--- src/design/adx_pkg.sv ---
// adx_pkg: shared types and constants for the adpcm frame decoder
// no dependencies; imported by adx_adpcm_frame_decoder_core
`timescale 1ns / 1ps

package adx_pkg;

    // configuration register indexes
    typedef enum logic [1:0] {
        CFG_COEF_FIRST   = 2'd0,
        CFG_COEF_SECOND  = 2'd1,
        CFG_STEREO_MODE  = 2'd2,
        CFG_TOTAL_COUNT  = 2'd3
    } t_cfg_idx;

    typedef logic signed [14:0] t_coef;
    typedef logic signed [15:0] t_pcm;

    localparam t_coef COEF_FIRST_RST  = 15'sd7334;
    localparam t_coef COEF_SECOND_RST = -15'sd3283;

    localparam logic signed [20:0] PCM_MAX = 21'sd32767;
    localparam logic signed [20:0] PCM_MIN = -21'sd32768;

    localparam int Q12_SHIFT = 12;

endpackage

--- src/design/adx_ram.sv ---
// adx_ram: generic single-write, single-read ram with registered read data
// no dependencies
`timescale 1ns / 1ps

module adx_ram #(
    parameter int WIDTH = 16,
    parameter int DEPTH = 32
) (
    input  logic                     i_clk,
    input  logic                     i_wr_en,
    input  logic [$clog2(DEPTH)-1:0] i_wr_addr,
    input  logic [WIDTH-1:0]         i_wr_data,
    input  logic [$clog2(DEPTH)-1:0] i_rd_addr,
    output logic [WIDTH-1:0]         o_rd_data
);

    logic [WIDTH-1:0] r_mem [DEPTH];
    logic [WIDTH-1:0] r_rd_data;

    always_ff @(posedge i_clk) begin
        if (i_wr_en) begin
            r_mem[i_wr_addr] <= i_wr_data;
        end
        r_rd_data <= r_mem[i_rd_addr];
    end

    assign o_rd_data = r_rd_data;

endmodule

--- src/design/adx_adpcm_frame_decoder_core.sv ---
// adx_adpcm_frame_decoder_core: adx type-3 adpcm byte-stream decoder
// depends on adx_pkg and adx_ram
//
//  channel | direction | handshake                  | beat carries
//  --------+-----------+----------------------------+--------------------------------------
//  in      | input     | i_in_valid / o_in_ready    | i_data_byte, i_restart
//  out     | output    | o_out_valid / i_out_ready  | o_pcm_sample, o_channel_index,
//          |           |                            | o_last_of_run, o_stream_end
//  cfg     | input     | i_cfg_valid / o_cfg_ready  | i_cfg_index, i_cfg_data
//
// a scale byte is stored in idle; a nibble byte runs two nibbles of four steps each on
// the one shared 15x16 multiplier, emitting none for a held left frame, up to one per
// nibble mono, up to two per nibble for a right frame. synchronous active-low reset
// clears state, counters, history, scale, out valid and sets cfg defaults, not the hold
// ram or datapath. output stalls hold the sequencer in its emit state; cfg is always ready.
`timescale 1ns / 1ps

module adx_adpcm_frame_decoder_core
    import adx_pkg::*;
#(
    parameter int FRAME_SAMPLES = 32
) (
    input  logic        i_clk,
    input  logic        i_rst_n,
    input  logic        i_in_valid,
    output logic        o_in_ready,
    input  logic [7:0]  i_data_byte,
    input  logic        i_restart,
    output logic        o_out_valid,
    input  logic        i_out_ready,
    output logic [15:0] o_pcm_sample,
    output logic        o_channel_index,
    output logic        o_last_of_run,
    output logic        o_stream_end,
    input  logic        i_cfg_valid,
    output logic        o_cfg_ready,
    input  logic [1:0]  i_cfg_index,
    input  logic [31:0] i_cfg_data
);

    localparam int FRAME_BYTES = 2 + FRAME_SAMPLES / 2;
    localparam int PW          = $clog2(FRAME_BYTES + 1);
    localparam int KW          = $clog2(FRAME_SAMPLES);

    typedef enum logic [2:0] {
        S_IDLE,
        S_MUL_A,
        S_MUL_B,
        S_MUL_C,
        S_SUM,
        S_EMIT_S,
        S_EMIT_L,
        S_EMIT_R
    } t_state;

    t_state r_state;

    // configuration
    t_coef       r_coef_first;
    t_coef       r_coef_second;
    logic        r_stereo;
    logic [31:0] r_total;

    // run state
    t_pcm        r_h1 [2];
    t_pcm        r_h2 [2];
    t_pcm        r_scale;
    logic [PW-1:0] r_pos;
    logic        r_ch;
    logic [31:0] r_cnt;

    // per-byte work
    logic [7:0]    r_byte;
    logic          r_wch;
    logic          r_hold;
    logic          r_nib;
    logic [KW-2:0] r_kbase;
    logic signed [30:0] r_prod;
    logic signed [31:0] r_acc;
    t_pcm        r_sample;
    logic        r_end;

    // output register
    logic        r_out_valid;
    t_pcm        r_out_pcm;
    logic        r_out_ch;
    logic        r_out_last;
    logic        r_out_end;

    // accept-side decode
    logic          in_acc;
    logic [PW-1:0] pos_eff;
    logic [PW-1:0] pos_inc;
    logic [PW-1:0] pos_m2;
    logic          ch_eff;

    // shared multiplier and sum path
    logic [3:0]         nib;
    logic signed [14:0] mul_a;
    logic signed [15:0] mul_b;
    logic signed [30:0] mul_p;
    logic signed [20:0] sum;
    t_pcm               sat;

    logic        slot_free;
    logic        out_load;
    logic        cnt_lt;
    logic [31:0] cnt_inc;

    logic [KW-1:0] ram_addr;
    logic          ram_we;
    logic [15:0]   ram_rd;

    assign in_acc  = i_in_valid && o_in_ready;
    assign pos_eff = (i_restart || r_pos >= PW'(FRAME_BYTES)) ? '0 : r_pos;
    assign pos_inc = pos_eff + PW'(1);
    assign pos_m2  = pos_eff - PW'(2);
    assign ch_eff  = i_restart ? 1'b0 : r_ch;

    assign nib = r_nib ? r_byte[3:0] : r_byte[7:4];

    always_comb begin
        unique case (r_state)
            S_MUL_A: begin
                mul_a = r_coef_first;
                mul_b = r_h1[r_wch];
            end
            S_MUL_B: begin
                mul_a = r_coef_second;
                mul_b = r_h2[r_wch];
            end
            default: begin
                mul_a = 15'(signed'(nib));
                mul_b = r_scale;
            end
        endcase
    end

    assign mul_p = 31'(mul_a) * 31'(mul_b);

    // floor division by 4096 is an arithmetic shift
    assign sum = 21'(signed'(r_acc[31:Q12_SHIFT])) + 21'(r_prod);

    always_comb begin
        priority if (sum > PCM_MAX) begin
            sat = 16'sd32767;
        end else if (sum < PCM_MIN) begin
            sat = -16'sd32768;
        end else begin
            sat = 16'(sum);
        end
    end

    assign slot_free = !r_out_valid || i_out_ready;
    // an emit state with a free output slot loads a new beat into the output register this cycle
    assign out_load  = slot_free &&
                       (r_state == S_EMIT_S || r_state == S_EMIT_L || r_state == S_EMIT_R);
    assign cnt_lt    = r_cnt < r_total;
    assign cnt_inc   = r_cnt + 32'd1;

    assign ram_addr = {r_kbase, r_nib};
    assign ram_we   = (r_state == S_SUM) && r_hold;

    adx_ram #(
        .WIDTH (16),
        .DEPTH (FRAME_SAMPLES)
    ) u_hold_ram (
        .i_clk     (i_clk),
        .i_wr_en   (ram_we),
        .i_wr_addr (ram_addr),
        .i_wr_data (sat),
        .i_rd_addr (ram_addr),
        .o_rd_data (ram_rd)
    );

    always_ff @(posedge i_clk) begin
        if (!i_rst_n) begin
            r_state       <= S_IDLE;
            r_coef_first  <= COEF_FIRST_RST;
            r_coef_second <= COEF_SECOND_RST;
            r_stereo      <= 1'b0;
            r_total       <= '0;
            r_h1[0]       <= '0;
            r_h1[1]       <= '0;
            r_h2[0]       <= '0;
            r_h2[1]       <= '0;
            r_scale       <= '0;
            r_pos         <= '0;
            r_ch          <= 1'b0;
            r_cnt         <= '0;
            r_nib         <= 1'b0;
            r_out_valid   <= 1'b0;
        end else begin
            if (i_cfg_valid && o_cfg_ready) begin
                unique case (t_cfg_idx'(i_cfg_index))
                    CFG_COEF_FIRST:  r_coef_first  <= i_cfg_data[14:0];
                    CFG_COEF_SECOND: r_coef_second <= i_cfg_data[14:0];
                    CFG_STEREO_MODE: r_stereo      <= i_cfg_data[0];
                    CFG_TOTAL_COUNT: r_total       <= i_cfg_data;
                endcase
            end

            if (r_out_valid && i_out_ready && !out_load) begin
                r_out_valid <= 1'b0;
            end

            unique case (r_state)
                S_IDLE: begin
                    if (in_acc) begin
                        if (i_restart) begin
                            r_h1[0] <= '0;
                            r_h1[1] <= '0;
                            r_h2[0] <= '0;
                            r_h2[1] <= '0;
                            r_cnt   <= '0;
                        end
                        r_byte  <= i_data_byte;
                        r_wch   <= ch_eff;
                        r_hold  <= !ch_eff && r_stereo;
                        r_nib   <= 1'b0;
                        r_kbase <= pos_m2[KW-2:0];
                        if (pos_eff == '0) begin
                            r_scale <= {i_data_byte, 8'h00};
                        end else if (pos_eff == PW'(1)) begin
                            r_scale[7:0] <= i_data_byte;
                        end else begin
                            r_state <= S_MUL_A;
                        end
                        if (pos_inc >= PW'(FRAME_BYTES)) begin
                            r_pos <= '0;
                            r_ch  <= !ch_eff && r_stereo;
                        end else begin
                            r_pos <= pos_inc;
                            r_ch  <= ch_eff;
                        end
                    end
                end
                S_MUL_A: begin
                    r_prod  <= mul_p;
                    r_state <= S_MUL_B;
                end
                S_MUL_B: begin
                    r_acc   <= 32'(r_prod);
                    r_prod  <= mul_p;
                    r_state <= S_MUL_C;
                end
                S_MUL_C: begin
                    r_acc   <= r_acc + 32'(r_prod);
                    r_prod  <= mul_p;
                    r_state <= S_SUM;
                end
                S_SUM: begin
                    r_h2[r_wch] <= r_h1[r_wch];
                    r_h1[r_wch] <= sat;
                    r_sample    <= sat;
                    if (!r_hold && cnt_lt) begin
                        r_cnt   <= cnt_inc;
                        r_end   <= (cnt_inc == r_total);
                        r_state <= r_wch ? S_EMIT_L : S_EMIT_S;
                    end else if (!r_nib) begin
                        r_nib   <= 1'b1;
                        r_state <= S_MUL_A;
                    end else begin
                        r_state <= S_IDLE;
                    end
                end
                S_EMIT_S, S_EMIT_R: begin
                    if (slot_free) begin
                        r_out_valid <= 1'b1;
                        r_out_pcm   <= r_sample;
                        r_out_ch    <= (r_state == S_EMIT_R);
                        r_out_end   <= r_end;
                        r_out_last  <= r_nib || r_end;
                        if (!r_nib) begin
                            r_nib   <= 1'b1;
                            r_state <= S_MUL_A;
                        end else begin
                            r_state <= S_IDLE;
                        end
                    end
                end
                S_EMIT_L: begin
                    // left sample from the held frame, always followed by its right
                    if (slot_free) begin
                        r_out_valid <= 1'b1;
                        r_out_pcm   <= ram_rd;
                        r_out_ch    <= 1'b0;
                        r_out_end   <= 1'b0;
                        r_out_last  <= 1'b0;
                        r_state     <= S_EMIT_R;
                    end
                end
            endcase
        end
    end

    assign o_in_ready      = (r_state == S_IDLE);
    assign o_cfg_ready     = 1'b1;
    assign o_out_valid     = r_out_valid;
    assign o_pcm_sample    = r_out_pcm;
    assign o_channel_index = r_out_ch;
    assign o_last_of_run   = r_out_last;
    assign o_stream_end    = r_out_end;

    a_end_is_last: assert property (@(posedge i_clk) disable iff (!i_rst_n)
        (o_out_valid && o_stream_end) |-> o_last_of_run)
        else $error("stream end beat without last_of_run");

    a_right_after_left: assert property (@(posedge i_clk) disable iff (!i_rst_n)
        (r_state == S_EMIT_R) |->
            ($past(r_state) == S_EMIT_R || $past(r_state) == S_EMIT_L))
        else $error("right emit not preceded by left emit");

    a_hold_no_emit: assert property (@(posedge i_clk) disable iff (!i_rst_n)
        (r_state == S_SUM && r_hold) |=> (r_state == S_MUL_A || r_state == S_IDLE))
        else $error("held left frame tried to emit");

    a_load_when_free: assert property (@(posedge i_clk) disable iff (!i_rst_n)
        (o_out_valid && !i_out_ready) |=> $stable(o_pcm_sample))
        else $error("output beat overwritten while stalled");

endmodule
--- config.mk ---
export PLATFORM = sky130hd
export DESIGN_NAME = adx_adpcm_frame_decoder_core
export DESIGN_NICKNAME = d
export VERILOG_FILES = /design/src/design/adx_pkg.sv /design/src/design/adx_ram.sv /design/src/design/adx_adpcm_frame_decoder_core.sv
export SDC_FILE = /design/constraint.sdc
export NUM_CORES = 2
export LEC_CHECK = 0
export ABC_AREA = 1
export ABC_CLOCK_PERIOD_IN_PS = 12000
export BUFFER_PORTS_ARGS = -buffer_cell sky130_fd_sc_hd__buf_2
export CORE_UTILIZATION = 45
export CTS_BUF_LIST = sky130_fd_sc_hd__clkbuf_2 sky130_fd_sc_hd__clkbuf_4 sky130_fd_sc_hd__clkbuf_8
export CTS_CLUSTER_SIZE = 20
export DETAILED_ROUTE_END_ITERATION = 7
export GPL_TIMING_DRIVEN = 1
export SYNTH_ARGS = -nofsm -noshare
export SYNTH_HDL_FRONTEND = slang
export SYNTH_SLANG_ARGS = --single-unit
--- constraint.sdc ---
create_clock -name i_clk -period 12 [get_ports i_clk]
set_input_delay 1.2 -clock i_clk [delete_from_list [all_inputs] [get_ports i_clk]]
set_output_delay 1.2 -clock i_clk [all_outputs]
set_load 0.03 [all_outputs]
==> out/qor.yml <==
routing:
  routedWlPerCell_um: 21.2
  vias: 32391
  avgViaCountPerCell: 5.45
  ant_nets: 0
  drc: 0
  dr.first_iter.drc_count: 2702
  finalWirelength_um: 126000
  dr.pass1.iters: 6
global_route:
  grt_pass1_vias: 31768
  grt_pass1_wl_um: 191000
  grt_max_degree: 130
  grt_use_total_pct: 24.7
  overflow: 0
  antenna_found_initial: 8
finish:
  design_area_mm2: 0.0504
  layout_commonest_cell: "edfxtp_1"
  syn_to_final_growth_pct: 10.3
  fill_cells: 9247
  mostFrequentLayoutCells: "edfxtp_1 (689), nand2_1 (687), inv_1 (528)"
  drive_gt1_share_pct: 11.6
  final_cells: 5942
  nNetsFinal: 4931
cts:
  cts_tree: "built"
  clkLatencyLatePin_ns: 0.80
  cts_buffers: 134
  hold_buffers: 0
  cts_max_path_buffers: 3
  clk_pin_slew_ns: 0.06
  cts-root-buf: "clkbuf_8"
  cts_sinks: 828
  cts_setup_buffers: 0
  cts_resized: 0
  cts.htree.levels: 4
floorplan:
  design.core.area_mm2: 0.100
  start_util_pct: 45.5
  die_area_mm2: 0.103
  rows: 116
  die_y_um: 321
  die_x_um: 321
  io_pins: 70
sta:
  holdWs_ns: 0.464
  max_freq_ghz: 0.119
  slew_viol_final: 0
  setup-tns-final_ns: 0
  fin_ws_ns: 3.60
  worst_pin_slew_ns: 1.20
  clock_skew_ns: 0.0478
  min_period_ns: 8.40
  rsz0062_at_grt: "false"
  hold_viol: 0
  relSlewSlack_pct: 19.8
  finalSetupViolCount: 0
  min_period_over_period_pct: 70.0
outcome:
  status: "finished clean"
synth:
  yosys.cell_types.count: 64
  synth_flop_cell: "edfxtp_1"
  ys_ff_latch: 828
  synth.avg_cell_area_um2: 10.5
  synth_fp_nets: 4805
  synth-seq-area-share_pct: 51.3
  async_flop_share_pct: 0
  syn_area_mm2: 0.0457
  synthCells: 4347
  synth_warnings: 0
  synth_edf_count: 689
setup_path:
  crit_fanout: 18
  max_stage_delay_ns: 0.90
  crit_start: "r_state[1]"
  critical_path_class: "reg -> reg"
  worstPathArrival_ns: 8.93
  required_ns: 12.52
  reg2reg_from: "r_state[1]"
  crit_top_cell: "fa_1"
  cp_slowest_cell: "a21oi_1"
  crit_path_start_kind: "flop"
  end_kind: "flop"
place:
  dpl.hpwl_um: 88500
  place_congestion: 0.944
  place_area_mm2: 0.0477
  placed_cells: 5694
  io_buffers: 68
  pre_cts_slack_ns: 3.70
worst_hold_path:
  hp-class: "reg -> reg"
  holdCritStartpoint: "r_pos[1]"
pwr:
  ir_drop_uv: 1080
  p_leak_nw: 20.1
  power.density_mw_per_mm2: 302
flow_run:
  max_cap_viol_count: 0
==> Yosys cell counts, types with 14 or more instances <==
master / count / area (um2)
mux2_2: 17 / 191
fa_1: 237 / 4740
buf_1: 17 / 63.8
a22oi_1: 256 / 1920
nand2_2: 26 / 163
mux2i_1: 14 / 140
nor3_1: 37 / 185
nand2_1: 690 / 2590
nor2_1: 405 / 1520
clkbuf_1: 71 / 267
edfxtp_1: 689 / 20700
nand3_1: 126 / 631
nor4_1: 15 / 93.8
dfxtp_1: 139 / 2780
a21oi_1: 320 / 1600
or2_2: 21 / 131
o22ai_1: 16 / 100
inv_2: 29 / 109
nand4_1: 36 / 225
ha_1: 173 / 2160
xnor2_1: 37 / 324
xor2_1: 60 / 526
o21ai_0: 179 / 896
inv_1: 530 / 1990
nand3b_1: 14 / 105
buf_2: 47 / 235
==> worst paths after layout <==
path                                   end  slack, ns  cells past startpoint
worst max register to register  r_prod[28]       3.60                     26
worst min-delay path              r_pos[1]       0.46                      2
worst min register to register    r_pos[1]       0.46                      2
worst max-delay path            r_prod[28]       3.60                     26
==> sequential cells by signal, summed over array words and instances, names as in the netlist, 4 cells and up, named ones only <==
register	count
u_hold_ram.o_rd_data	16
r_kbase	4
r_scale	16
r_cnt	32
r_pos	5
r_total	32
u_hold_ram.r_mem	512
r_coef_second	15
o_pcm_sample	16
r_coef_first	15
r_h1	32
r_sample	16
r_prod	31
r_h2	32
r_acc	32
r_byte	8
==> logic make-up (layout without fill, tap and decap cells) <==
| group | Yosys count | count (layout) | share of synthesized area (%) |
|---|---|---|---|
| AND/OR/NAND/NOR | 1406 | 1406 | 13.1 |
| AO/OA/AOI/OAI | 853 | 853 | 11.4 |
| flip-flops | 828 | 828 | 51.3 |
| buffers and inverters | 715 | 948 | 6.19 |
| adder cells (fa/ha/maj) | 410 | 410 | 15.1 |
| XOR/XNOR | 103 | 103 | 2.14 |
| multiplexers | 31 | 31 | 0.725 |
| other | 1 | 6 | 0.00820 |
==> routing by layer <==
layer	wire length [um]	track usage (%)	up-vias
met3	7910	4.20	192
met5	13	0	-
li1	-	-	15130
met2	60000	39.8	1028
met4	4120	9.37	2
met1	54200	33.4	16039
==> metrics by stage <==
step	power, mW	util, %
floorplan	10.4	-
global placement	12.8	47.5
detailed placement	12.8	47.5
CTS	15.3	50.2
global route	16.6	50.2
finish	15.2	50.2
==> area by class of cell <==
class | instances | area, um2 | share of cell area [%]
timing repair buffer | 139 | 886 | 1.76
sequential | 828 | 23500 | 46.5
antenna | 5 | 12.5 | 0.0248
inverter | 566 | 2130 | 4.23
tap | 1357 | 1700 | 3.37
multi-input combinational | 2804 | 19500 | 38.7
clock inverter | 34 | 245 | 0.486
clock buffer | 209 | 2480 | 4.92
==> report_power, final <==
part	total, mW	switching, mW	internal (mW)	leakage [nW]
registers	4.15	0.0996	4.05	7.39
logic	8.58	5.63	2.95	11.3
clock network	2.49	1.14	1.35	1.44
==> worst max-delay path, delay by kind of cell (launching register included) <==
kind | cells | cell delay, ns
xor+xnor | 1 | 0.06
simple gates | 10 | 1.87
flops | 1 | 0.39
buf+inv | 6 | 0.85
compound gates | 2 | 1.08
fa+ha+maj | 7 | 3.89
Power figures use the tool's default switching activity.
